**src/hdl/gcd_pkg.sv**
```systemverilog
// ============================================================================
// gcd_pkg - shared types and constants for the great-circle distance unit
// Fixed-point formats, turn constants, the degree-to-radian factor and the
// CORDIC arctangent table.
// ============================================================================
package gcd_pkg;

    localparam int ANGLE_FRAC_BITS  = 30;
    localparam int CORDIC_STEPS_DEF = 32;

    // Datapath widths
    localparam int VW  = 34;   // signed CORDIC and product word
    localparam int AW  = 31;   // folded angle and square-root operand
    localparam int RW  = 24;   // sphere radius in meters
    localparam int RKW = 35;   // radius times 2000
    localparam int DW  = 36;   // distance in millimeters

    // Pipeline depths of the individual units
    localparam int RED_LAT    = 4;
    localparam int RAD_LAT    = 2;
    localparam int MUL_LAT    = 3;
    localparam int SQRT_STEPS = ANGLE_FRAC_BITS + 1;

    // Right shifts after the radian product: half angle for the sines
    localparam int SIN_SHIFT = 93 - ANGLE_FRAC_BITS;
    localparam int COS_SHIFT = 92 - ANGLE_FRAC_BITS;

    localparam logic [RW-1:0]  RADIUS_RESET   = 24'd6371000;
    localparam logic [RKW-1:0] RADIUS_K_RESET = RKW'(64'd6371000 * 64'd2000);

    localparam logic [31:0] FULL_TURN    = 32'd3600000000;
    localparam logic [31:0] HALF_TURN    = 32'd1800000000;
    localparam logic [31:0] QUARTER_TURN = 32'd900000000;

    // pi / 1.8e9 in Q92, split into upper and lower words
    localparam logic [31:0] RAD_HI = 32'd2012227627;
    localparam logic [31:0] RAD_LO = 32'd1046448311;

    localparam logic [AW-1:0] ONE_Q     = AW'(64'd1 << ANGLE_FRAC_BITS);
    localparam logic [VW-1:0] CORDIC_X0 = 34'd652032874;

    typedef logic signed [VW-1:0] t_vec;
    typedef logic [AW-1:0]        t_angle;

    // Folded angles leaving the reduction unit
    typedef struct packed {
        t_angle sd;      // |dlat| folded to a half turn
        t_angle sl;      // |dlon| folded to a half turn
        t_angle ca;      // |lat_a| folded to a quarter turn
        t_angle cb;      // |lat_b| folded to a quarter turn
        logic   neg_a;   // cosine of lat_a changes sign
        logic   neg_b;
    } t_red;

    // atan(2^-i) rounded to Q30
    function automatic logic [31:0] atan_q(input int i);
        logic [31:0] v;
        case (i)
            0:       v = 32'd843314857;
            1:       v = 32'd497837829;
            2:       v = 32'd263043837;
            3:       v = 32'd133525159;
            4:       v = 32'd67021687;
            5:       v = 32'd33543516;
            6:       v = 32'd16775851;
            7:       v = 32'd8388437;
            8:       v = 32'd4194283;
            9:       v = 32'd2097149;
            31:      v = 32'd1;
            default: begin
                if (i inside {[10:30]}) begin
                    v = 32'd1 << (30 - i);
                end else begin
                    v = 32'd0;
                end
            end
        endcase
        return v;
    endfunction

endpackage

```
**src/hdl/gcd_rad.sv**
```systemverilog
// ============================================================================
// gcd_rad - 1e-7 degree units to Q30 radians, halved when SHIFT is SIN_SHIFT
// Two partial products against the Q92 factor, then one rounded shift.
// ============================================================================
module gcd_rad
    import gcd_pkg::*;
#(
    parameter int SHIFT = SIN_SHIFT
)(
    input  logic   i_clk,
    input  logic   i_ce,
    input  t_angle i_ang,
    output t_angle o_ang
);

    logic [62:0] r_ph, r_pl;
    t_angle      r_ang;
    logic [94:0] w_sum;

    assign w_sum = {r_ph, 32'd0} + 95'(r_pl) + (95'd1 << (SHIFT - 1));

    always_ff @(posedge i_clk) begin
        if (i_ce) begin
            r_ph  <= 63'(i_ang) * 63'(RAD_HI);
            r_pl  <= 63'(i_ang) * 63'(RAD_LO);
            r_ang <= w_sum[SHIFT+AW-1:SHIFT];
        end
    end

    assign o_ang = r_ang;

endmodule

```
**config.mk**
```make
export PLATFORM = sky130hd
export DESIGN_NAME = gcd_rad
export DESIGN_NICKNAME = d
export VERILOG_FILES = /design/src/hdl/gcd_pkg.sv /design/src/hdl/gcd_rad.sv
export SDC_FILE = /design/constraint.sdc
export NUM_CORES = 2
export LEC_CHECK = 0
export ABC_CLOCK_PERIOD_IN_PS = 9350
export BUFFER_PORTS_ARGS = -buffer_cell sky130_fd_sc_hd__buf_2
export CAP_MARGIN = 20
export CORE_ASPECT_RATIO = 2
export CORE_MARGIN = 8
export CORE_UTILIZATION = 45
export CTS_CLUSTER_SIZE = 24
export DETAILED_ROUTE_END_ITERATION = 6
export PLACE_DENSITY = 0.64
export REMOVE_ABC_BUFFERS = 1
export SYNTH_ARGS = -nofsm -noshare
export SYNTH_HDL_FRONTEND = slang
export SYNTH_SLANG_ARGS = --single-unit
```
**constraint.sdc**
```tcl
create_clock -name i_clk -period 9.35 [get_ports i_clk]
set_clock_uncertainty 0.1 [all_clocks]
set_input_delay 0.4675 -clock i_clk [delete_from_list [all_inputs] [get_ports i_clk]]
set_output_delay 0.4675 -clock i_clk [all_outputs]
set_load 0.02 [all_outputs]
```
After elaboration in Yosys (flattened, before gate mapping)
Cells that the tools add are included.
- $add $sub $neg: 2
- multipliers: 2
- operators by type and width (kind ; count):
    adder 94 x 61 -> 94 bit ; 1
    adder 94 x 63 -> 94 bit, second input constant ; 1
    multiplier 31 x 31 -> 62 bit, second input constant ; 1
    multiplier 31 x 30 -> 61 bit, second input constant ; 1
- register bits after elaboration: 154
- input port bits: 33
- output and inout port bits: 31
- word-level logic and storage cells: 7

Depth between registers and ports, before layout
- word-level depth: 2
- mapped depth: 27
- depth with buffers taken out: 27

Worst setup path after synthesis
OpenSTA, ideal clock, no wires.
- path kind: input-to-reg
- start point: input port i_ang[14]
- end point: register r_pl[60], data pin
- setup time: 262 ps
- arrival: 7168 ps
- required time: 8988 ps
- path slack: 1820 ps
- stages on the path: 25
- path buffers: 0
- path through: inv_1 -> fa_1 -> inv_1 -> fa_1 -> inv_1 -> fa_1 -> inv_1 -> fa_1 -> fa_1 -> fa_1 -> fa_1 -> inv_1 -> fa_1 -> inv_1 -> ha_1 -> and4_1 -> and4_1 -> nand4_1 -> o221ai_1 -> o211ai_1 -> o21ai_1 -> o21ai_1 -> o21ba_2 -> o31ai_2 -> xnor2_1
- word-level cells in the longest chain between the ends: 1
- RTL lines (element ; RTL line ; text):
    start: declaration ; gcd_rad.sv:12 ; input t_angle i_ang,
    multiplier 31 x 30 -> 61 bit ; gcd_rad.sv:25 ; r_pl <= 63'(i_ang) * 63'(RAD_LO);
    end signal: assignment ; gcd_rad.sv:25 ;
    end: declaration ; gcd_rad.sv:16 ; logic [62:0] r_ph, r_pl;
No other way between the ends.
A chain may end at the register's enable or synchronous reset.

Final worst setup path
Ends and elaborated chain as after synthesis.

==> impl_metrics.env <==
export IMPL_status="finished clean"
export IMPL_arrival_ns=8.55
export IMPL_cp_slowest_cell="fa_1"
export IMPL_synth_edf_count=122
export IMPL_clkSinkCount=122
export IMPL_cts_tree="built"
export IMPL_overflow=0
export IMPL_critPathMaxStageDelay_ns=0.78
export IMPL_fp_row_count=142
export IMPL_synthArstFlopShare=0
export IMPL_wire_per_inst_um=29.2
export IMPL_grt_max_degree=73
export IMPL_clock_fmax_ghz=0.118
export IMPL_layout_drive_gt1_share=0.0478
export IMPL_yosysWarnings=0
export IMPL_cap_violations=0
export IMPL_finalSetupTns_ns=0
export IMPL_clk_pin_slew_worst_paths_ns=0.06
export IMPL_fp_coreArea_mm2=0.0746
export IMPL_fp_dieH_um=404
export IMPL_grt_antenna_before_repair=2
export IMPL_synth_cells=3193
export IMPL_finalHoldViolations=0
export IMPL_dp_hpwl_mm=110
export IMPL_period_minus_slack_ns=8.48
export IMPL_grt_pass1_vias=26862
export IMPL_ys_seq_area_frac=0.108
export IMPL_postCtsHoldBufs=0
export IMPL_max_slew_margin=0.293
export IMPL_dieArea_mm2=0.0847
export IMPL_synth_area_leader_cell="fa_1"
export IMPL_grt_pass1_wl_mm=180
export IMPL_start_util=0.453
export IMPL_synth_flop_cell="edfxtp_1"
export IMPL_dieWidth_um=210
export IMPL_netlist_area_leader_share=0.405
export IMPL_avgSynthCellArea_um2=10.6
export IMPL_track_usage=0.304
export IMPL_tightest_slew_ns=1.06
export IMPL_synth_cell_types=63
export IMPL_antenna_cells=0
export IMPL_yosysMostFrequentCell="inv_1"
export IMPL_vias=23349
export IMPL_drt_iter0_drc=1082
export IMPL_drt_antenna_violating_nets=0
export IMPL_hold_class="reg2reg"
export IMPL_cpMostUsedCell="fa_1"
export IMPL_cp_max_fo=4
export IMPL_cts_max_level=4
export IMPL_ys_ff_latch=122
export IMPL_first_pass_iters=5
export IMPL_pin_count=64
export IMPL_nets=4652
export IMPL_worstSetupPathType="in2reg"
export IMPL_syn_cell_area_mm2=0.0338
export IMPL_gp_congestion=1.08
export IMPL_synth_area_top_cells="fa_1 (40%), ha_1 (24%), edfxtp_1 (11%)"
export IMPL_cp_end_kind="register"
export IMPL_clock_root_buffer="clkbuf_16"
export IMPL_cts_buffers=17
export IMPL_drc=0
export IMPL_cts_setup_buffers=0
export IMPL_syn_to_final_growth_pct=6.90
export IMPL_fin_crit_sh=0.907
export IMPL_cts_resized=0
export IMPL_clk_latency_ns=0.45
export IMPL_clockBufferDepth=2
export IMPL_finalWirelength_mm=124
export IMPL_synth_top_cells_by_count="inv_1 (960), fa_1 (684), ha_1 (639)"
export IMPL_setup_viol=0
export IMPL_slew_violations=0
export IMPL_vias_per_cell=5.50
export IMPL_io_buffers=63
export IMPL_startpoint_type="primary input"
export IMPL_crit_required_ns=9.43
export IMPL_rsz0062_at_grt="false"
-- routing by layer --
metal | global-route usage | vias up | wire length [um]
li1 | - | 10246 | -
met1 | 0.273 | 11889 | 37000
met2 | 0.557 | 757 | 65300
met3 | 0.0418 | 455 | 4720
met4 | 0.323 | 2 | 17000
met5 | 0 | - | 16
-- sequential cells by signal, summed over array words and instances (netlist names) --
register,cells
r_ph,60
r_pl,31
o_ang,31
-- kinds of logic (layout without fill, tap and decap cells) --
| logic type | count (synthesis) | after routing | synth area share |
|---|---|---|---|
| fa+ha+maj | 1323 | 1323 | 0.641 |
| xor+xnor | 128 | 128 | 0.0332 |
| flops | 122 | 122 | 0.108 |
| simple gates | 291 | 291 | 0.0433 |
| buf+inv | 988 | 1102 | 0.110 |
| compound gates | 341 | 341 | 0.0640 |
-- final timing paths --
path / from / end / slack [ns] / cells after the start
setup / recovery: i_ang[14] / r_pl[60] / 0.87 / 26
hold / removal: r_ph[44] / o_ang[13] / 0.51 / 1
setup reg to reg: r_pl[37] / o_ang[28] / 5.78 / 11
hold reg to reg: r_ph[44] / o_ang[13] / 0.51 / 1
-- cell type report --
class | instances | area (um^2)
well taps | 936 | 1170
inverters | 960 | 3600
multi-input cells | 2083 | 26400
fillers | 7070 | 38500
repair buffers | 112 | 689
clock inverters | 11 | 154
flip-flops and latches | 122 | 3660
clock buffers | 19 | 433
-- through the flow --
| stage | hold slack [ns] | setup WS (ns) | utilization | area [um^2] | instances |
|---|---|---|---|---|---|
| global placement | 0.478 | 0.569 | 0.476 | 35600 | 4212 |
| CTS | 0.504 | 1.02 | 0.484 | 36100 | 4242 |
| finish | 0.508 | 0.872 | 0.484 | 36100 | 4243 |
| detailed placement | 0.471 | 0.565 | 0.476 | 35600 | 4212 |
| floorplan | 0.447 | 1.82 | - | 33700 | 3165 |
| global route | 0.514 | 0.666 | 0.484 | 36100 | 4243 |
-- layout by cell type, fill, tap and decap left out, types with 7 or more instances in the layout --
cell type  count
and3_1        13
nand2_1       79
a211oi_1      10
a21o_1        57
buf_4         49
o21ai_0       54
o21bai_1      14
xor2_1        48
nor2b_1       12
nand3_1       35
xnor2_1       80
o21ai_1       14
nand4_1       30
inv_1        960
edfxtp_1     122
nor4_1        10
buf_2         62
fa_1         684
or3_1          7
nand2b_1       9
a31oi_1       12
ha_1         639
nor2_1        62
nor3_1        12
o211ai_1       7
clkbuf_16     17
a21oi_1      120
-- critical path, delay by kind of cell --
family,cells,cell delay [ns]
fa+ha+maj,9,4.83
compound gates,7,1.96
xor+xnor,1,0.15
buf+inv,7,0.69
simple gates,2,0.42
Power is left out: the tool's default activity adds up to more than one toggle a clock period on the data nets, which glitch-free logic cannot reach.
