**src/hdl/gcd_pkg.sv**
```systemverilog
// ============================================================================
// gcd_pkg - shared types and constants for the great-circle distance unit
// Fixed-point formats, turn constants, the degree-to-radian factor and the
// CORDIC arctangent table.
// ============================================================================
package gcd_pkg;

    localparam int ANGLE_FRAC_BITS  = 30;
    localparam int CORDIC_STEPS_DEF = 32;

    // Datapath widths
    localparam int VW  = 34;   // signed CORDIC and product word
    localparam int AW  = 31;   // folded angle and square-root operand
    localparam int RW  = 24;   // sphere radius in meters
    localparam int RKW = 35;   // radius times 2000
    localparam int DW  = 36;   // distance in millimeters

    // Pipeline depths of the individual units
    localparam int RED_LAT    = 4;
    localparam int RAD_LAT    = 2;
    localparam int MUL_LAT    = 3;
    localparam int SQRT_STEPS = ANGLE_FRAC_BITS + 1;

    // Right shifts after the radian product: half angle for the sines
    localparam int SIN_SHIFT = 93 - ANGLE_FRAC_BITS;
    localparam int COS_SHIFT = 92 - ANGLE_FRAC_BITS;

    localparam logic [RW-1:0]  RADIUS_RESET   = 24'd6371000;
    localparam logic [RKW-1:0] RADIUS_K_RESET = RKW'(64'd6371000 * 64'd2000);

    localparam logic [31:0] FULL_TURN    = 32'd3600000000;
    localparam logic [31:0] HALF_TURN    = 32'd1800000000;
    localparam logic [31:0] QUARTER_TURN = 32'd900000000;

    // pi / 1.8e9 in Q92, split into upper and lower words
    localparam logic [31:0] RAD_HI = 32'd2012227627;
    localparam logic [31:0] RAD_LO = 32'd1046448311;

    localparam logic [AW-1:0] ONE_Q     = AW'(64'd1 << ANGLE_FRAC_BITS);
    localparam logic [VW-1:0] CORDIC_X0 = 34'd652032874;

    typedef logic signed [VW-1:0] t_vec;
    typedef logic [AW-1:0]        t_angle;

    // Folded angles leaving the reduction unit
    typedef struct packed {
        t_angle sd;      // |dlat| folded to a half turn
        t_angle sl;      // |dlon| folded to a half turn
        t_angle ca;      // |lat_a| folded to a quarter turn
        t_angle cb;      // |lat_b| folded to a quarter turn
        logic   neg_a;   // cosine of lat_a changes sign
        logic   neg_b;
    } t_red;

    // atan(2^-i) rounded to Q30
    function automatic logic [31:0] atan_q(input int i);
        logic [31:0] v;
        case (i)
            0:       v = 32'd843314857;
            1:       v = 32'd497837829;
            2:       v = 32'd263043837;
            3:       v = 32'd133525159;
            4:       v = 32'd67021687;
            5:       v = 32'd33543516;
            6:       v = 32'd16775851;
            7:       v = 32'd8388437;
            8:       v = 32'd4194283;
            9:       v = 32'd2097149;
            31:      v = 32'd1;
            default: begin
                if (i inside {[10:30]}) begin
                    v = 32'd1 << (30 - i);
                end else begin
                    v = 32'd0;
                end
            end
        endcase
        return v;
    endfunction

endpackage

```
**src/hdl/gcd_smul.sv**
```systemverilog
// ============================================================================
// gcd_smul - signed Q30 product
// Sign and magnitude split, one 32 x 32 multiply, then rounding half away
// from zero back to Q30. An extra sign flip is folded into the result sign.
// ============================================================================
module gcd_smul
    import gcd_pkg::*;
(
    input  logic i_clk,
    input  logic i_ce,
    input  t_vec i_a,
    input  t_vec i_b,
    input  logic i_flip,
    output t_vec o_p
);

    logic [31:0] r_ma, r_mb;
    logic        r_neg1, r_neg2;
    logic [63:0] r_prod;
    t_vec        r_p;
    t_vec        w_mag;

    assign w_mag = t_vec'((r_prod + (64'd1 << (ANGLE_FRAC_BITS - 1))) >> ANGLE_FRAC_BITS);

    always_ff @(posedge i_clk) begin
        if (i_ce) begin
            r_ma   <= i_a[VW-1] ? 32'(-i_a) : i_a[31:0];
            r_mb   <= i_b[VW-1] ? 32'(-i_b) : i_b[31:0];
            r_neg1 <= i_a[VW-1] ^ i_b[VW-1] ^ i_flip;

            r_prod <= 64'(r_ma) * 64'(r_mb);
            r_neg2 <= r_neg1;

            r_p    <= r_neg2 ? -w_mag : w_mag;
        end
    end

    assign o_p = r_p;

endmodule
```
**config.mk**
```make
export PLATFORM = sky130hd
export DESIGN_NAME = gcd_smul
export DESIGN_NICKNAME = d
export VERILOG_FILES = /design/src/hdl/gcd_pkg.sv /design/src/hdl/gcd_smul.sv
export SDC_FILE = /design/constraint.sdc
export NUM_CORES = 2
export LEC_CHECK = 0
export CELL_PAD_IN_SITES_DETAIL_PLACEMENT = 0
export CELL_PAD_IN_SITES_GLOBAL_PLACEMENT = 1
export CORE_MARGIN = 2
export CORE_UTILIZATION = 53
export DETAILED_ROUTE_END_ITERATION = 8
export DONT_BUFFER_PORTS = 1
export PLACE_DENSITY_LB_ADDON = 0.1
export SLEW_MARGIN = 5
export SYNTH_ARGS = -nofsm -noshare
export SYNTH_HDL_FRONTEND = slang
export SYNTH_SLANG_ARGS = --single-unit
```
**constraint.sdc**
```tcl
create_clock -name i_clk -period 9.05 [get_ports i_clk]
set_input_delay 0 -clock i_clk [delete_from_list [all_inputs] [get_ports i_clk]]
set_output_delay 0 -clock i_clk [all_outputs]
set_load 0.1 [all_outputs]
```
# Word-level counts from Yosys, hierarchy flattened
# Cells that the tools add are included.
# word_totals
word_cells	16
regBits	164
out_inout_bits	34
# classes
n_addsub	4
n_mul	1
muxes	3
bitwise	2
# op_table
op	n
adder 64 x 30 -> 64 bit (second input constant)	1
multiplier 32 x 32 -> 64 bit	1
2-to-1 mux 32 bit	2
negator 32 bit	2
2-to-1 mux 34 bit	1
negator 34 bit	1
bitwise XOR 1 bit	2

# Longest topological paths before layout
# logic_depth
ltp_word	3
mapped_depth	29
depth_no_buf	28

# Worst setup path before layout
# Ideal clock, no wire load.
# synth_path
path_kind	register to register
start	register r_ma[16]
end	register r_prod[58] (data pin)
required_time_ps	8791
stages_incl_launch_ff	27
path_buffers	1
setup_time_ps	259
path_slack_ps	1559
arrival_ps	7231
period_less_slack_ps	7491
path_cell_list	edfxtp_1 -> clkbuf_1 -> and2_1 -> fa_1 -> inv_1 -> fa_1 -> fa_1 -> fa_1 -> inv_1 -> fa_1 -> inv_1 -> fa_1 -> inv_1 -> fa_1 -> inv_1 -> fa_1 -> inv_1 -> ha_1 -> nand4_1 -> or4_1 -> a2111oi_0 -> o211ai_1 -> a21oi_1 -> o21ai_0 -> o21ai_0 -> o21ai_0 -> xnor2_1
# synth_between
elab_chain_cells	1
# synth_lines
element	line_no	source
from (decl)	gcd_smul.sv:17	logic [31:0] r_ma, r_mb;
from (signal assigned)	gcd_smul.sv:27	r_ma <= i_a[VW-1] ? 32'(-i_a) : i_a[31:0];
multiplier 32 x 32 -> 64 bit	gcd_smul.sv:31	r_prod <= 64'(r_ma) * 64'(r_mb);
to (signal assigned)	gcd_smul.sv:31	
to (decl)	gcd_smul.sv:19	logic [63:0] r_prod;
# Every way passes these cells.
# A chain may end at the register's enable or synchronous reset.

# Worst setup path in the final report
# layout_path
start	register r_ma[14]
end	register r_prod[58] (data pin)
# The elaborated chain is that of the path after synthesis.

==> qor.txt <==
Layout Utilization - 57.2%
Iter 0 DRT Violations - 1704
number of H-tree levels - 4
R2R Path Start - r_ma[14]
setup tns final - 0 ns
via/cell ratio - 5.36
compound-cell area share of the yosys netlist - 4.11%
grt ovf - 0
Hold Vio Cnt, Final - 2
row cnt - 100
Mapped Avg Cell Area - 9.53 sq um
slew margin rel. - 21.3%
Synth cell types - 73
Post-synth EDFFs - 135
Worst Tran Pin Value - 1.18 ns
FF+latch count, synth - 135
I/O Buffers - 0
Post-DP HPWL - 85.2 mm
DRT Wirelength - 106 mm
mux cell area share after synthesis - 0.300%
fin crit period - 8.53 ns
period utilisation layout - 94.3%
reg2reg setup slack - 0.52 ns
CTS tree - yes
data arrival time of the critical path - 8.74 ns
worst hold path class - input pin to register
Final setup viols - 0
Pre-Repair DR Iteration Count - 6
Nets - 5395
GPL Wtd Cong - 0.863
Synth area leaders - fa_1 (45%), edfxtp_1 (10%), and2_1 (9.7%)
antenna violations before repair - 2
Worst-path clk slew - 0.07 ns
largest net degree at the start of global routing - 136
skew final - 0.0263 ns
most common cell in the netlist - fa_1
WL/cell - 20.6 um
WHS - -0.00636 ns
RSZ-0062 raised after global routing - false
All-Layer GR Usage - 28.9%
Initial Util - 53.4%
critical path's largest stage delay - 0.98 ns
Max Clock Freq - 0.117 GHz
async set-reset flop share out of synthesis - 0%
vias - 27600
failing checks - negative hold slack
Setup crit start - r_ma[14]
synthesized-area fraction occupied by adder cells - 53.6%
share of cells above drive strength 1 - 3.69%
die area - 76900 sq um
first-pass GRT wire length - 172 mm
critical path startpoint category - register
worst-case clock buffer depth - 2
Slew Viols, Final - 0
Simple-Gate Fraction of Synth Area - 17.7%
main combinational cell family by area after synthesis - adder cells
Worst Setup EP - r_prod[58]
drt drc - 0
Skew-Pair Late Insertion Delay - 0.48 ns
critical path class - register to register
synth cell count leaders - fa_1 (895), inv_1 (883), and2_1 (616)
CP most frequent cell - fa_1
top_reg_cell synth - edfxtp_1
Yosys warnings - 0
CTS Buf Count - 17
chip width - 277 um
Worst Path Max Fanout - 17
Layout area overhead - 7.08%
CP max-delay cell - edfxtp_1
CTS root buf - clkbuf_16
TritonCTS sink count - 135
sequential fraction of the synthesis area - 10.2%
Core Region - 74200 sq um
worst flop-to-flop path endpoint - r_prod[58]
syn nets - 5386
Syn Inst Count - 4156
number of global-route vias before repair - 30100
Die Ht - 277 um
Synth Area in XOR/XNOR - 3.67%
Critical Path RT - 9.26 ns
worst path cell trace - buf_4, nand2_1, fa_1, fa_1, inv_1, fa_1, fa_1, fa_1, fa_1, fa_1, inv_1, fa_1, inv_1, ha_1, a21oi_1, o21ai_0, a31oi_1, o21ai_0, a221oi_1, a21oi_1, o21ai_0, o21ai_0, o21ai_0, xnor2_1
post-route ant nets - 0
io pins - 105
Synth top area share - 45.2%
Reg2Reg Depth - 24
Cell Area, Synth - 39600 sq um
maxcap violations - 0
status - finished with violations
area leader, netlist - fa_1
crit end category - register
## layer usage
layer  vias to the layer above  track usage, %  share of wire (%)
li1                      12400               -                  -
met1                     14400            41.6                 45
met2                       703            47.3                 48
met3                       113            3.80                5.5
met4                         0            6.03                1.5
met5                         -               0                  0
## sequential cells by signal, summed over array words and instances (netlist names)
name / cells
r_neg1: 1
o_p: 34
r_neg2: 1
r_mb: 32
r_ma: 32
r_prod: 35
## cell usage in the layout (no fill, tap or decap), drive strengths merged, types with 5 or more instances in the layout
cell and count:
o21ai 74, or4 9, mux2i 7, a21oi 69, xnor2 130, nand3 34
and2 616, ha 264, inv 891, and3 19, a31oi 13, nor2b 11
edfxtp 135, clkinv 5, o31ai 24, o41ai 8, fa 895, dlygate4sd3 109
or3 16, nor3 18, nand4 16, buf 91, nor4 11, nand2b 11
clkbuf 17, a21o 33, nor2 45, nand2 510, xor2 36
## critical path: cells and delay by family, from the launching register on
kind                     cells  cell delay (ns)
AO/OA/AOI/OAI                9             2.09
XOR/XNOR                     1             0.08
adder cells (fa/ha/maj)      9             4.46
buffers and inverters        4             0.56
flip-flops                   1             0.98
AND/OR/NAND/NOR              1             0.10
## cell families after synthesis
logic type | count (synthesis)
flip-flops | 135
AND/OR/NAND/NOR | 1332
buffers and inverters | 1093
XOR/XNOR | 166
AO/OA/AOI/OAI | 260
multiplexers | 11
adder cells (fa/ha/maj) | 1159
## how the worst min path moves through the flow
stage / startpoint / endpoint / slack (ns) / cells past startpoint
finish: i_ce / r_ma[19] / -0.006 / 1
floorplan: i_a[0] / r_ma[0] / 0.1 / 0
global route: i_a[3] / r_ma[4] / 0.05 / 4
detailed placement: i_a[0] / r_ma[0] / 0.1 / 0
global placement: i_a[0] / r_ma[0] / 0.1 / 0
CTS: i_b[3] / r_mb[7] / 0.02 / 4
## layout make-up
cell class                      instances  area (sq um)
Timing Repair Buffer                  200          1840
Clock buffer                           17           425
Clock inverter                         15           133
Multi-Input combinational cell       2928         31400
Inverter                              883          3310
Fill cell                            6618         31800
Sequential cell                       135          4050
Antenna cell                            3          7.51
Tap cell                              969          1210
## metrics by stage
stage | cell area, sq um | worst slack, ns | std cells
2_1_floorplan | 39600 | 1.56 | 4156
3_3_place_gp | 40600 | 0.406 | 4996
3_5_place_dp | 40600 | 0.379 | 4996
4_1_cts | 42300 | 0.337 | 5138
5_1_grt | 42400 | 0.0315 | 5147
6_report | 42400 | 0.515 | 5150
## what timing repair did
item                       4_1_cts  5_1_grt
setup endpoints to repair        0        3
hold buffers                   110        0
resized for setup                0        1
hold endpoints to repair       200        0
buffers inserted                 0        9
Power is not shown: default switching activity piles up to over one toggle a cycle in this logic, so the estimate is an artifact.
