**src/hdl/gcd_pkg.sv**
```systemverilog
// ============================================================================
// gcd_pkg - shared types and constants for the great-circle distance unit
// Fixed-point formats, turn constants, the degree-to-radian factor and the
// CORDIC arctangent table.
// ============================================================================
package gcd_pkg;

    localparam int ANGLE_FRAC_BITS  = 30;
    localparam int CORDIC_STEPS_DEF = 32;

    // Datapath widths
    localparam int VW  = 34;   // signed CORDIC and product word
    localparam int AW  = 31;   // folded angle and square-root operand
    localparam int RW  = 24;   // sphere radius in meters
    localparam int RKW = 35;   // radius times 2000
    localparam int DW  = 36;   // distance in millimeters

    // Pipeline depths of the individual units
    localparam int RED_LAT    = 4;
    localparam int RAD_LAT    = 2;
    localparam int MUL_LAT    = 3;
    localparam int SQRT_STEPS = ANGLE_FRAC_BITS + 1;

    // Right shifts after the radian product: half angle for the sines
    localparam int SIN_SHIFT = 93 - ANGLE_FRAC_BITS;
    localparam int COS_SHIFT = 92 - ANGLE_FRAC_BITS;

    localparam logic [RW-1:0]  RADIUS_RESET   = 24'd6371000;
    localparam logic [RKW-1:0] RADIUS_K_RESET = RKW'(64'd6371000 * 64'd2000);

    localparam logic [31:0] FULL_TURN    = 32'd3600000000;
    localparam logic [31:0] HALF_TURN    = 32'd1800000000;
    localparam logic [31:0] QUARTER_TURN = 32'd900000000;

    // pi / 1.8e9 in Q92, split into upper and lower words
    localparam logic [31:0] RAD_HI = 32'd2012227627;
    localparam logic [31:0] RAD_LO = 32'd1046448311;

    localparam logic [AW-1:0] ONE_Q     = AW'(64'd1 << ANGLE_FRAC_BITS);
    localparam logic [VW-1:0] CORDIC_X0 = 34'd652032874;

    typedef logic signed [VW-1:0] t_vec;
    typedef logic [AW-1:0]        t_angle;

    // Folded angles leaving the reduction unit
    typedef struct packed {
        t_angle sd;      // |dlat| folded to a half turn
        t_angle sl;      // |dlon| folded to a half turn
        t_angle ca;      // |lat_a| folded to a quarter turn
        t_angle cb;      // |lat_b| folded to a quarter turn
        logic   neg_a;   // cosine of lat_a changes sign
        logic   neg_b;
    } t_red;

    // atan(2^-i) rounded to Q30
    function automatic logic [31:0] atan_q(input int i);
        logic [31:0] v;
        case (i)
            0:       v = 32'd843314857;
            1:       v = 32'd497837829;
            2:       v = 32'd263043837;
            3:       v = 32'd133525159;
            4:       v = 32'd67021687;
            5:       v = 32'd33543516;
            6:       v = 32'd16775851;
            7:       v = 32'd8388437;
            8:       v = 32'd4194283;
            9:       v = 32'd2097149;
            31:      v = 32'd1;
            default: begin
                if (i inside {[10:30]}) begin
                    v = 32'd1 << (30 - i);
                end else begin
                    v = 32'd0;
                end
            end
        endcase
        return v;
    endfunction

endpackage

```
**src/hdl/gcd_rot_cell.sv**
```systemverilog
// ============================================================================
// gcd_rot_cell - one CORDIC rotation step
// Turns the vector toward the residual angle by atan(2^-STEP).
// ============================================================================
module gcd_rot_cell
    import gcd_pkg::*;
#(
    parameter int STEP = 0
)(
    input  logic i_clk,
    input  logic i_ce,
    input  t_vec i_x,
    input  t_vec i_y,
    input  t_vec i_z,
    output t_vec o_x,
    output t_vec o_y,
    output t_vec o_z
);

    localparam t_vec ANG = $signed({2'b00, atan_q(STEP)});

    t_vec r_x, r_y, r_z;

    always_ff @(posedge i_clk) begin
        if (i_ce) begin
            if (!i_z[VW-1]) begin
                r_x <= i_x - (i_y >>> STEP);
                r_y <= i_y + (i_x >>> STEP);
                r_z <= i_z - ANG;
            end else begin
                r_x <= i_x + (i_y >>> STEP);
                r_y <= i_y - (i_x >>> STEP);
                r_z <= i_z + ANG;
            end
        end
    end

    assign o_x = r_x;
    assign o_y = r_y;
    assign o_z = r_z;

endmodule

```
**config.mk**
```make
export PLATFORM = sky130hd
export DESIGN_NAME = gcd_rot_cell
export DESIGN_NICKNAME = d
export VERILOG_FILES = /design/src/hdl/gcd_pkg.sv /design/src/hdl/gcd_rot_cell.sv
export SDC_FILE = /design/constraint.sdc
export NUM_CORES = 1
export LEC_CHECK = 0
export ABC_AREA = 1
export CAP_MARGIN = 10
export CORE_MARGIN = 1.5
export CORE_UTILIZATION = 55
export DETAILED_ROUTE_END_ITERATION = 10
export DONT_BUFFER_PORTS = 1
export PLACE_DENSITY = 0.7
export SLEW_MARGIN = 15
export SYNTH_ARGS = -nofsm -noshare
export SYNTH_HDL_FRONTEND = slang
export SYNTH_SLANG_ARGS = --single-unit
```
**constraint.sdc**
```tcl
create_clock -name i_clk -period 4.8 [get_ports i_clk]
set_input_delay 0.72 -clock i_clk [delete_from_list [all_inputs] [get_ports i_clk]]
set_output_delay 0.72 -clock i_clk [all_outputs]
set_load 0.03 [all_outputs]
```
## Word-level counts from Yosys, hierarchy flattened

Index checks and enable logic that the tools add are counted.

| cells by class | value |
|---|---|
| $add $sub $neg | 5 |
| multiply operators | 0 |
| reduce and logical (&&, ||, !) cells | 0 |
| order comparisons | 0 |
| bitwise operators | 0 |
| multiplexer cells | 3 |
| shift operators | 0 |
| equality and inequality tests | 0 |
| divide/modulo/power cells | 0 |

Operator list:

| operator | count |
|---|---|
| 2-to-1 mux 34 bit | 3 |
| subtractor 34 bit | 2 |
| adder 34 x 31 -> 34 bit (second input constant) | 1 |
| adder 34 bit | 1 |
| subtractor 34 x 31 -> 34 bit (second input constant) | 1 |

| word-level totals | value |
|---|---|
| memories kept | 0 |
| ROM bits | 0 |
| input bits | 104 |
| logic and storage cells | 11 |
| memory bits (writable) | 0 |
| flip-flop bits (word level) | 102 |
| bits in latches | 0 |

## Depth between registers and ports, before layout

| logic depth | value |
|---|---|
| depth after elaboration | 2 |
| depth in mapped cells | 18 |
| gate-level depth less buffers | 17 |

## Worst setup path after synthesis

OpenSTA, ideal clock, no wires.

| timing path | value |
|---|---|
| kind | input -> register |
| start point | input port i_z[33] |
| end point | register r_z[25] (netlist: o_z[25]) (data pin) |
| cell stages on the path | 15 |
| setup slack | 1.658 ns |
| data arrival time | 2.889 ns |
| buffers on the path | 3 |
| path through | clkbuf_1 clkinv_1 clkbuf_1 buf_2 ha_1 a21oi_1 o21ai_0 nor2_1 o21ai_1 nand2_1 nand2_1 nand2_1 nand2_1 nand2_1 nand2_1 |

| on the way | value |
|---|---|
| word-level cells in the longest chain between the ends | 1 |

RTL lines:

| item | line | text |
|---|---|---|
| from (decl) | gcd_rot_cell.sv:14 | `input t_vec i_z,` |
| 2-to-1 mux 34 bit | gcd_rot_cell.sv:26 | `if (!i_z[VW-1]) begin` |
| to (signal assigned) | gcd_rot_cell.sv:29 | `r_z <= i_z - ANG;` |
| to (signal assigned) | gcd_rot_cell.sv:33 | `r_z <= i_z + ANG;` |
| to (decl) | gcd_rot_cell.sv:22 | `t_vec r_x, r_y, r_z;` |

Every way passes these cells.
A chain may end at the register's enable or synchronous reset.

## Final worst setup path

| timing path | value |
|---|---|
| start point | input port i_x[0] |
| end point | register r_y[30] (netlist: o_y[30]) (data pin) |

| on the way | value |
|---|---|
| word-level cells in the longest chain between the ends | 2 |
| elaborated cells between the ends (all ways) | 3 |
| those cells by class | add/sub (2); mux (1) |

RTL lines:

| item | line | text |
|---|---|---|
| from (decl) | gcd_rot_cell.sv:12 | `input t_vec i_x,` |
| adder 34 bit / subtractor 34 bit (equally long branches) | gcd_rot_cell.sv:28, gcd_rot_cell.sv:32 |  |
| 2-to-1 mux 34 bit * | gcd_rot_cell.sv:26 |  |
| to (signal assigned) | gcd_rot_cell.sv:28 | `r_y <= i_y + (i_x >>> STEP);` |
| to (signal assigned) | gcd_rot_cell.sv:32 | `r_y <= i_y - (i_x >>> STEP);` |
| to (decl) | gcd_rot_cell.sv:22 |  |

Mark *: on every way between the ends. The rest lies on a longest branch, timed or not.

==> flow_summary.ini <==
[placed_design]
dp_slack_ps = 1730
portBuffers = 0
place_congestion = 1.00
hpwl_microns = 32000

[timing]
whs_ps = 457
finalHoldViolations = 0
slew_headroom_pct = 47.6
rsz0062_at_grt = no
period_share_pct = 57.3
final_max_slew_viol_count = 0
fin_ws_ps = 2050
tns_ps = 0
fmaxAchievable_ghz = 0.363
tightest_slew_ps = 785
period_minus_slack_ps = 2750
setup_violations = 0

[grt]
grt_max_degree = 102
antenna_found_initial = 0
gr-usage-met3_pct = 5.09
grt_pass1_vias = 11600
gr-usage-met2_pct = 56.4
grt_pass1_wl_microns = 60300
use_met1_pct = 44.0
grt.busiest_layer = met2
track_usage_pct = 34.0
grt_overflow_total = 0

[logic_synthesis]
syn-mean-instance-area_sq_um = 6.70
async_reset_ff_share_pct = 0
yosysSeqAreaShare_pct = 24.9
syn_inst = 1816
synth_fp_nets = 2056
synth_area_leaders = edfxtp_1 (25%), nand2_1 (15%), ha_1 (14%)
synth_top_area_cell = edfxtp_1
ys_ff_latch = 101
synth-edff-count = 101
synth_area_sq_um = 12200
synth_warnings = 0
synth_top_area_share_pct = 24.9
synth_ff_type = edfxtp_1
ys_types = 46

[die]
die_area_sq_um = 23000
ioPinCount = 206
coreArea_sq_um = 21800
chipWidth_microns = 152
die_h_microns = 152
rows = 54
initial_core_util_pct = 55.9

[critical_path]
crit_type = primary input to flip-flop
crit_slowest_cell = fa_1
arrival_ps = 2880
crit_buf_inv = 1
cp-start-kind = primary input
path_max_fanout = 5
crit_family = simple AND/OR/NAND/NOR gates
max_stage_delay_ps = 520
crit_path_frequent_cell = nand2_1
worstPathRequired_ps = 4930
path_cells = ha_1 > fa_1 > nand2_1 > nor2_1 > nor2_2 > inv_2 > nand2_1 > nand2_1 > nand2_1 > nand2_1 > nand2_1 > nand3_1 > nand3_1 > nand2_1
cp-end-kind = flip-flop

[clock_network]
root_buffer = clkbuf_16
cts_sinks = 101
tritoncts = built
cts_resized = 0
post-cts-setup-buffer-count = 0
cts.hold.buffers_added = 0
cts_htree_levels = 3
cts_buffers = 9
clockBufferDepth = 2
cts.reportedPaths.clkPinSlew_ps = 90

[detailed_routing]
wl_microns = 38900
ant_nets = 0
drtPass1Iterations = 6
via_per_inst = 5.88
drcViolationCount = 0
avgRoutedWirePerCell_microns = 18.8
vias = 12200
first_iter_violations = 942

[power]
p_leak_nw = 6.03
p_per_area_nw_per_um2 = 278
ir_worst_vdd_mv = 0.155

[finish]
layout-drive-gt1-share_pct = 4.02
syn_to_final_growth_pct = 3.05
fillers = 2142
finalNetCount = 2024
seqCellArea_sq_um = 3030
multi_input_area_sq_um = 7920
post-route-util_pct = 57.6
diodes = 0

[run]
drv_cap = 0

[min_path]
hold_path.class = primary input to flip-flop

[run_status]
outcome = finished clean
==> synthesized netlist by cell type, drive strengths merged (7+ instances only) <==
master / instances
xor2: 40
ha: 132
o21ai: 122
edfxtp: 101
nand4: 19
nand3: 156
buf: 37
nor3: 27
a21oi: 172
o21bai: 18
nor2: 175
inv: 243
o211ai: 7
clkbuf: 7
nand2: 487
xnor2: 11
a21o: 17
==> registers in the layout, summed over array words and instances, names as in the netlist <==
| register | flops |
|---|---|
| o_x | 34 |
| o_y | 33 |
| o_z | 34 |
==> worst paths after layout <==
check,start,to,slack (ps),cells after the start
max,i_x[0],o_y[30],2050,14
min,i_ce,o_y[24],460,0
==> routing by layer <==
layer | share of wire (%) | wire (microns)
met5 | 0 | 0
met4 | 4.0 | 1540
met3 | 8.6 | 3370
met2 | 46 | 17800
met1 | 42 | 16300
==> metrics by stage <==
step / instances / power (W) / area (sq um)
final: 2069 / 0.00348 / 12500
after global routing: 2069 / 0.00368 / 12500
after CTS: 2069 / 0.00347 / 12500
after detailed placement: 2053 / 0.00269 / 12200
after global placement: 2053 / 0.00268 / 12200
after floorplan: 1816 / 0.00239 / 12200
==> logic make-up after synthesis <==
group / share of synthesized area, %
multiplexers: 0.247
buffers and inverters: 9.95
AND/OR/NAND/NOR: 30.4
adder cells (fa/ha/maj): 14.2
flip-flops: 24.9
XOR/XNOR: 3.67
AO/OA/AOI/OAI: 16.5
==> cells in the final DEF (no fill, tap or decap), types with 5 or more instances in the layout <==
| master | n |
|---|---|
| ha_1 | 132 |
| a21oi_1 | 167 |
| inv_1 | 236 |
| nand2_1 | 477 |
| o22ai_1 | 5 |
| edfxtp_1 | 101 |
| o21ai_2 | 5 |
| nor3_1 | 24 |
| o21ai_1 | 12 |
| a21o_1 | 17 |
| o211ai_1 | 6 |
| nor2_2 | 15 |
| nand3_1 | 154 |
| nand2_2 | 10 |
| xnor2_1 | 11 |
| clkbuf_16 | 9 |
| nor2_1 | 160 |
| inv_2 | 7 |
| o21bai_1 | 18 |
| o21ai_0 | 105 |
| xor2_1 | 40 |
| a31oi_1 | 6 |
| nand4_1 | 19 |
==> final cells by class <==
cell class	count	share of cell area (%)
tap	280	2.80
sequential	101	24.2
multi-input combinational	1427	63.2
inverter	244	7.33
timing repair buffer	1	0.0599
clock buffer	9	1.80
clock inverter	7	0.629
==> report_power, final <==
part	internal [W]	leakage [nW]	total [W]	switching, W
Clock	0.000373	0.148	0.000780	0.000407
Sequential	0.00116	0.987	0.00149	0.000327
Combinational	0.000388	4.90	0.00122	0.000828
Total	0.00192	6.03	0.00348	0.00156
Note: power is estimated with default switching activity, not from simulation.
