$ cat src/hdl/gcd_pkg.sv
// ============================================================================
// gcd_pkg - shared types and constants for the great-circle distance unit
// Fixed-point formats, turn constants, the degree-to-radian factor and the
// CORDIC arctangent table.
// ============================================================================
package gcd_pkg;

    localparam int ANGLE_FRAC_BITS  = 30;
    localparam int CORDIC_STEPS_DEF = 32;

    // Datapath widths
    localparam int VW  = 34;   // signed CORDIC and product word
    localparam int AW  = 31;   // folded angle and square-root operand
    localparam int RW  = 24;   // sphere radius in meters
    localparam int RKW = 35;   // radius times 2000
    localparam int DW  = 36;   // distance in millimeters

    // Pipeline depths of the individual units
    localparam int RED_LAT    = 4;
    localparam int RAD_LAT    = 2;
    localparam int MUL_LAT    = 3;
    localparam int SQRT_STEPS = ANGLE_FRAC_BITS + 1;

    // Right shifts after the radian product: half angle for the sines
    localparam int SIN_SHIFT = 93 - ANGLE_FRAC_BITS;
    localparam int COS_SHIFT = 92 - ANGLE_FRAC_BITS;

    localparam logic [RW-1:0]  RADIUS_RESET   = 24'd6371000;
    localparam logic [RKW-1:0] RADIUS_K_RESET = RKW'(64'd6371000 * 64'd2000);

    localparam logic [31:0] FULL_TURN    = 32'd3600000000;
    localparam logic [31:0] HALF_TURN    = 32'd1800000000;
    localparam logic [31:0] QUARTER_TURN = 32'd900000000;

    // pi / 1.8e9 in Q92, split into upper and lower words
    localparam logic [31:0] RAD_HI = 32'd2012227627;
    localparam logic [31:0] RAD_LO = 32'd1046448311;

    localparam logic [AW-1:0] ONE_Q     = AW'(64'd1 << ANGLE_FRAC_BITS);
    localparam logic [VW-1:0] CORDIC_X0 = 34'd652032874;

    typedef logic signed [VW-1:0] t_vec;
    typedef logic [AW-1:0]        t_angle;

    // Folded angles leaving the reduction unit
    typedef struct packed {
        t_angle sd;      // |dlat| folded to a half turn
        t_angle sl;      // |dlon| folded to a half turn
        t_angle ca;      // |lat_a| folded to a quarter turn
        t_angle cb;      // |lat_b| folded to a quarter turn
        logic   neg_a;   // cosine of lat_a changes sign
        logic   neg_b;
    } t_red;

    // atan(2^-i) rounded to Q30
    function automatic logic [31:0] atan_q(input int i);
        logic [31:0] v;
        case (i)
            0:       v = 32'd843314857;
            1:       v = 32'd497837829;
            2:       v = 32'd263043837;
            3:       v = 32'd133525159;
            4:       v = 32'd67021687;
            5:       v = 32'd33543516;
            6:       v = 32'd16775851;
            7:       v = 32'd8388437;
            8:       v = 32'd4194283;
            9:       v = 32'd2097149;
            31:      v = 32'd1;
            default: begin
                if (i inside {[10:30]}) begin
                    v = 32'd1 << (30 - i);
                end else begin
                    v = 32'd0;
                end
            end
        endcase
        return v;
    endfunction

endpackage

$ cat src/hdl/gcd_vec_cell.sv
// ============================================================================
// gcd_vec_cell - one CORDIC vectoring step
// Drives y toward zero and accumulates the angle turned through.
// ============================================================================
module gcd_vec_cell
    import gcd_pkg::*;
#(
    parameter int STEP = 0
)(
    input  logic i_clk,
    input  logic i_ce,
    input  t_vec i_x,
    input  t_vec i_y,
    input  t_vec i_z,
    output t_vec o_x,
    output t_vec o_y,
    output t_vec o_z
);

    localparam t_vec ANG = $signed({2'b00, atan_q(STEP)});

    t_vec r_x, r_y, r_z;

    always_ff @(posedge i_clk) begin
        if (i_ce) begin
            if (!i_y[VW-1]) begin
                r_x <= i_x + (i_y >>> STEP);
                r_y <= i_y - (i_x >>> STEP);
                r_z <= i_z + ANG;
            end else begin
                r_x <= i_x - (i_y >>> STEP);
                r_y <= i_y + (i_x >>> STEP);
                r_z <= i_z - ANG;
            end
        end
    end

    assign o_x = r_x;
    assign o_y = r_y;
    assign o_z = r_z;

endmodule

$ cat config.mk
export PLATFORM = sky130hd
export DESIGN_NAME = gcd_vec_cell
export DESIGN_NICKNAME = d
export VERILOG_FILES = /design/src/hdl/gcd_pkg.sv /design/src/hdl/gcd_vec_cell.sv
export SDC_FILE = /design/constraint.sdc
export NUM_CORES = 1
export LEC_CHECK = 0
export CAP_MARGIN = 10
export CORE_AREA = 2 2 151 153
export DETAILED_ROUTE_END_ITERATION = 8
export DIE_AREA = 0 0 153 155
export DONT_BUFFER_PORTS = 1
export GPL_TIMING_DRIVEN = 0
export PLACE_DENSITY = 0.76
export SYNTH_ARGS = -nofsm -noshare
export SYNTH_HDL_FRONTEND = slang
export SYNTH_SLANG_ARGS = --single-unit
$ cat constraint.sdc
create_clock -name i_clk -period 3.8 [get_ports i_clk]
set_input_delay 0.76 -clock i_clk [delete_from_list [all_inputs] [get_ports i_clk]]
set_output_delay 0.76 -clock i_clk [all_outputs]
set_load 0.01 [all_outputs]
After elaboration in Yosys (flattened, before gate mapping). Cells that the tools add are included.

Add/subtract/negate cells: 5. Multiply operators: 0. Div/mod/pow operators: 0. $lt $le $gt $ge: 0. Eq/ne operators: 0. Shift-type cells: 0. Multiplexer cells: 3. Bitwise gates (word level): 0. Reductions and logical operators: 0.

Operator list (count): $mux 34 (3); $sub 34x34->34 (2); $add 34x31->34 const B (1); $add 34x34->34 (1); $sub 34x31->34 const B (1).

Register bits after elaboration: 102. Bits in latches: 0. Bits in writable memories: 0. Bits in read-only memories: 0. Input bits: 104. Output and inout port bits: 102. Word-level logic and storage cells: 11. Memories kept: 0.

Logic depth before layout (Yosys ltp).
Depth after elaboration: 2. Mapped depth: 13. Mapped depth without buffers: 11.

Worst setup path after synthesis. Ideal clock, no wire load.

Path kind: input to register. From: in i_y[33]. To: reg r_z[32], in the netlist o_z[32], data pin. Library setup time: 0.268 ns. Data arrival time: 3.847 ns. Required time: 3.532 ns. Slack: -0.315 ns. Cell stages on the path: 13. Buffers on the path: 3. Cells stage by stage: clkbuf_1 > clkinv_1 > clkbuf_1 > buf_1 > ha_1 > and3_1 > a221oi_2 > o2111ai_1 > nand3_1 > nand3_1 > a41o_1 > a2111oi_2 > a211oi_1.

Longest elaborated chain between the ends: 1.

Ends and longest elaborated chain: from (decl) (line gcd_vec_cell.sv:13) `input t_vec i_y,`; $mux 34 (line gcd_vec_cell.sv:26) `if (!i_y[VW-1]) begin`; to (signal assigned) (line gcd_vec_cell.sv:29) `r_z <= i_z + ANG;`; to (signal assigned) (line gcd_vec_cell.sv:33) `r_z <= i_z - ANG;`; to (decl) (line gcd_vec_cell.sv:22) `t_vec r_x, r_y, r_z;`.

Every way passes these cells. A chain may end at the register's enable or synchronous reset.

Final worst setup path. Same ends and word-level chain as after synthesis.

==> impl_summary.txt <==
----------------------------------------------------
[Clocking]
  Number of levels the H-tree was split into ... 3
  TritonCTS clock tree ... done
  Reg clk slew, reported paths ... 90 ps
  Clock buffer count from CTS ... 9
  Root buffer selected by CTS ... clkbuf_16
  Sink Count ... just over 100
  Buffers from clock root to sink, at most ... 2

[Timing]
  Final worst path period share ... 92.7%
  Accumulated negative setup slack ... 0 ps
  Fmax ... 284 MHz
  Hold Vio Cnt, Final ... 0
  Slew of the pin with the lowest slew margin ... 958 ps
  Setup-failing EPs final ... 0
  RSZ-0062 raised after global routing ... no
  Normalized max-slew margin ... roughly 36%
  Clock period minus worst slack ... 3520 ps
  Pins Over Slew Limit ... 0

[Route]
  Total iterations of the first detailed-routing run ... 6
  Ratio of routed vias to standard cells ... 6.44
  Average detailed-routed wire length per instance ... 22.5 µm
  Total wire length after detailed routing ... approximately 36 mm
  Antenna violation net count after detailed routing ... 0
  Drc violations ... 0
  Starting DRT DRC Count ... 919
  Overall via count from detail_route ... 10182

[Setup path]
  Top fanout value on the critical path ... 24
  Critical Path AT ... 3640 ps
  Buffers & Inverters on Critical Path ... 3
  Crit-path leading delay family ... compound AO/OA/AOI/OAI gates
  Crit end category ... register
  Critical Path Max Stage Delay ... ~400 ps
  Startpoint of the worst setup timing path ... i_y[33]
  Kind of critical path ... in -> reg
  CP Launch Type ... primary input
  Worst path cell trace ... clkbuf_1 -> clkinv_4 -> buf_6 -> ha_1 -> and3_1 -> a221oi_4 -> o2111ai_1 -> nand3_1 -> nand3_1 -> a41o_1 -> a2111oi_2 -> a211oi_1
  CP Data Required Time ... 3910 ps
  Max stage delay cell, worst path ... ha_1
  CP dominant cell by count ... nand3_1

[Floorplanning]
  Overall die width ... roughly 150 µm
  Placement Rows ... 55
  Starting Density ... 49.1%
  Floorplan die height ... 155 µm
  Core Region ... 0.0222 mm²
  IO Pins ... 206
  Die ar. ... 0.0237 mm²

[Finish]
  Layout Nets ... 1530
  Area growth syn-to-layout ... 6.44%
  Most frequent standard cell in the layout excluding fill and tap cells ... a21oi_1
  Number of fillers in the final layout ... 2109
  Util after Layout ... 52.3%
  Inserted Diodes ... 0
  Most frequent cells in the layout ... 152 x a21oi_1, 131 x ha_1, 112 x inv_1, 101 x edfxtp_1, 97 x nor2_1
  Final Non-Filler Cells ... 1581
  Share of post-route cells with drive strength above 1 ... 7.33%

[Placement]
  Number of placed instances with taps included ... around 1600
  Final Wtd Congestion ... between 0.9 and 1
  Buffers added on ports ... 0
  HPWL reported at the end of detailed placement ... 28.1 mm

[Power]
  Leak Pwr ... 4.75 nW
  Clock Power Share ... a little under a quarter
  Switch share ... 38.8%
  Internal Pwr Total ... 0.00251 W
  Combinational share of power ... between 30% and 40%
  Worst vdd rail ir drop ... 0.000187 V
  Cell Pwr Density ... 353 mW/mm²
  Sequential fraction of design power ... roughly 40%
  Power spent charging and discharging nets ... ~0.0016 W

[Flow run]
  Maxcap violations ... 0

[Synthesis]
  Synthesized area divided by synthesized cell count ... 8.55 µm²
  Primary flip-flop cell chosen by synthesis mapping ... edfxtp_1
  Register area share after synthesis ... 27.8%
  Yosys synthesis warning count ... 0
  Number of nets produced by synthesis ... 1516
  Number of enable-type register cells in the synthesized netlist ... 101
  Synth Register Bits ... 101
  Number of different library cells in the post-synthesis netlist ... 91
  Share of flip-flops with an asynchronous set or reset ... 0%
  Cell area after synthesis ... 0.0109 mm²
  Count of mapped cells out of synthesis ... 1277

[Global routing]
  Initial antenna violation count ... 0
  Overflow after GRT ... 0
  Vias in the first global route ... 9669
  Total routing usage reported by global routing ... 28.9%
  Pin count of the biggest net entering global routing ... 102
  Global-route wire length before repair ... 53.9 mm

[Hold path]
  Type of the worst min-delay path ... in -> reg
  Beginning of the worst hold path ... i_ce

[Run status]
  Result of the run ... complete, no violations

----------------------------------------------------
-- logic make-up (layout without fill, tap and decap cells) --
group	count (synthesis)	count (layout)	share of synthesized area, %
AOI/OAI and AO/OA	458	458	27.4
xor gates and xnor gates	95	95	7.62
adders and majority gates	135	135	15.7
buffers and inverters	166	185	6.28
DFF	101	101	27.8
muxes	8	8	0.733
and+or+nand+nor	314	314	14.5
-- synthesized netlist by cell type, types with 5 or more instances --
cell type | number | area [µm²]
nor2_1 | 97 | 364
o21a_1 | 15 | 113
a211o_1 | 5 | 43.8
nand2b_1 | 9 | 56.3
o21ai_0 | 95 | 475
nand2_1 | 65 | 244
xnor2_1 | 79 | 692
inv_1 | 112 | 420
o21ai_1 | 12 | 60.1
edfxtp_1 | 101 | 3030
clkbuf_1 | 14 | 52.6
nand3_1 | 31 | 155
o31a_1 | 5 | 43.8
and3_1 | 7 | 43.8
buf_2 | 20 | 100
a211oi_1 | 16 | 120
o211ai_1 | 13 | 97.6
a31oi_1 | 11 | 68.8
a21o_1 | 26 | 195
nor3_1 | 21 | 105
o21bai_1 | 28 | 210
o31ai_1 | 8 | 60.1
mux2i_1 | 8 | 80.1
buf_1 | 7 | 26.3
nor4_1 | 7 | 43.8
or2_2 | 8 | 50.1
nor2b_1 | 22 | 138
clkinv_1 | 6 | 22.5
a21oi_1 | 152 | 761
ha_1 | 131 | 1640
nand4_1 | 17 | 106
xor2_1 | 16 | 140
-- power groups by stage --
stage | sequential (W) | clock [W] | combinational [W]
floorplan | 0.00166 | 0 | 0.00107
global placement | 0.00170 | 0 | 0.00140
detailed placement | 0.00171 | 0 | 0.00141
CTS | 0.00168 | 0.000971 | 0.00142
global route | 0.00170 | 0.00101 | 0.00159
finish | 0.00168 | 0.000968 | 0.00146
-- layer usage --
layer	wire, µm	global-route usage (%)	up-vias	share of wire, %
met5	0	0	-	0
met4	1050	9.52	0	3.0
met3	3460	5.93	90	9.7
met2	16300	47.1	605	46
met1	14800	38.6	4800	42
li1	-	-	4687	-
-- path summary, 6_finish.rpt --
path	slack, ps	endpoint	cells after the start
max	280	o_z[32]$_DFFE_PP_	12
min	510	o_x[15]$_DFFE_PP_	0
-- per-stage QoR --
step / setup WS [ps] / instance area (µm²) / hold WS (ps) / power (W)
finish: 277 / 11600 / 509 / 0.00411
floorplan: 10.3 / 10900 / 872 / 0.00273
global route: 22.8 / 11600 / 502 / 0.00429
CTS: 32.4 / 11600 / 501 / 0.00408
detailed placement: -1160 / 11300 / 882 / 0.00312
global placement: -1110 / 11300 / 880 / 0.00310
-- state kept, by name, indices dropped and copies added, names as in the netlist --
| register | count |
|---|---|
| o_x | 34 |
| o_y | 33 |
| o_z | 34 |
-- area by class of cell --
cell class / instances / area [µm²] / share of cell area [%]
multi-input combinational: 1010 / 7220 / 62.1
sequential: 101 / 3030 / 26.1
inverter: 118 / 448 / 3.85
tap: 285 / 357 / 3.07
buffer: 47 / 246 / 2.12
clock buffer: 9 / 225 / 1.94
clock inverter: 7 / 71.3 / 0.613
timing repair buffer: 4 / 30.0 / 0.258
-- timing repair --
| item | CTS | global route |
|---|---|---|
| setup endpoints to repair | 21 | 4 |
| buffers inserted | 0 | 4 |
| hold buffers | 0 | 0 |
| resized for setup | 3 | 2 |
Power figures use the tool's default switching activity.
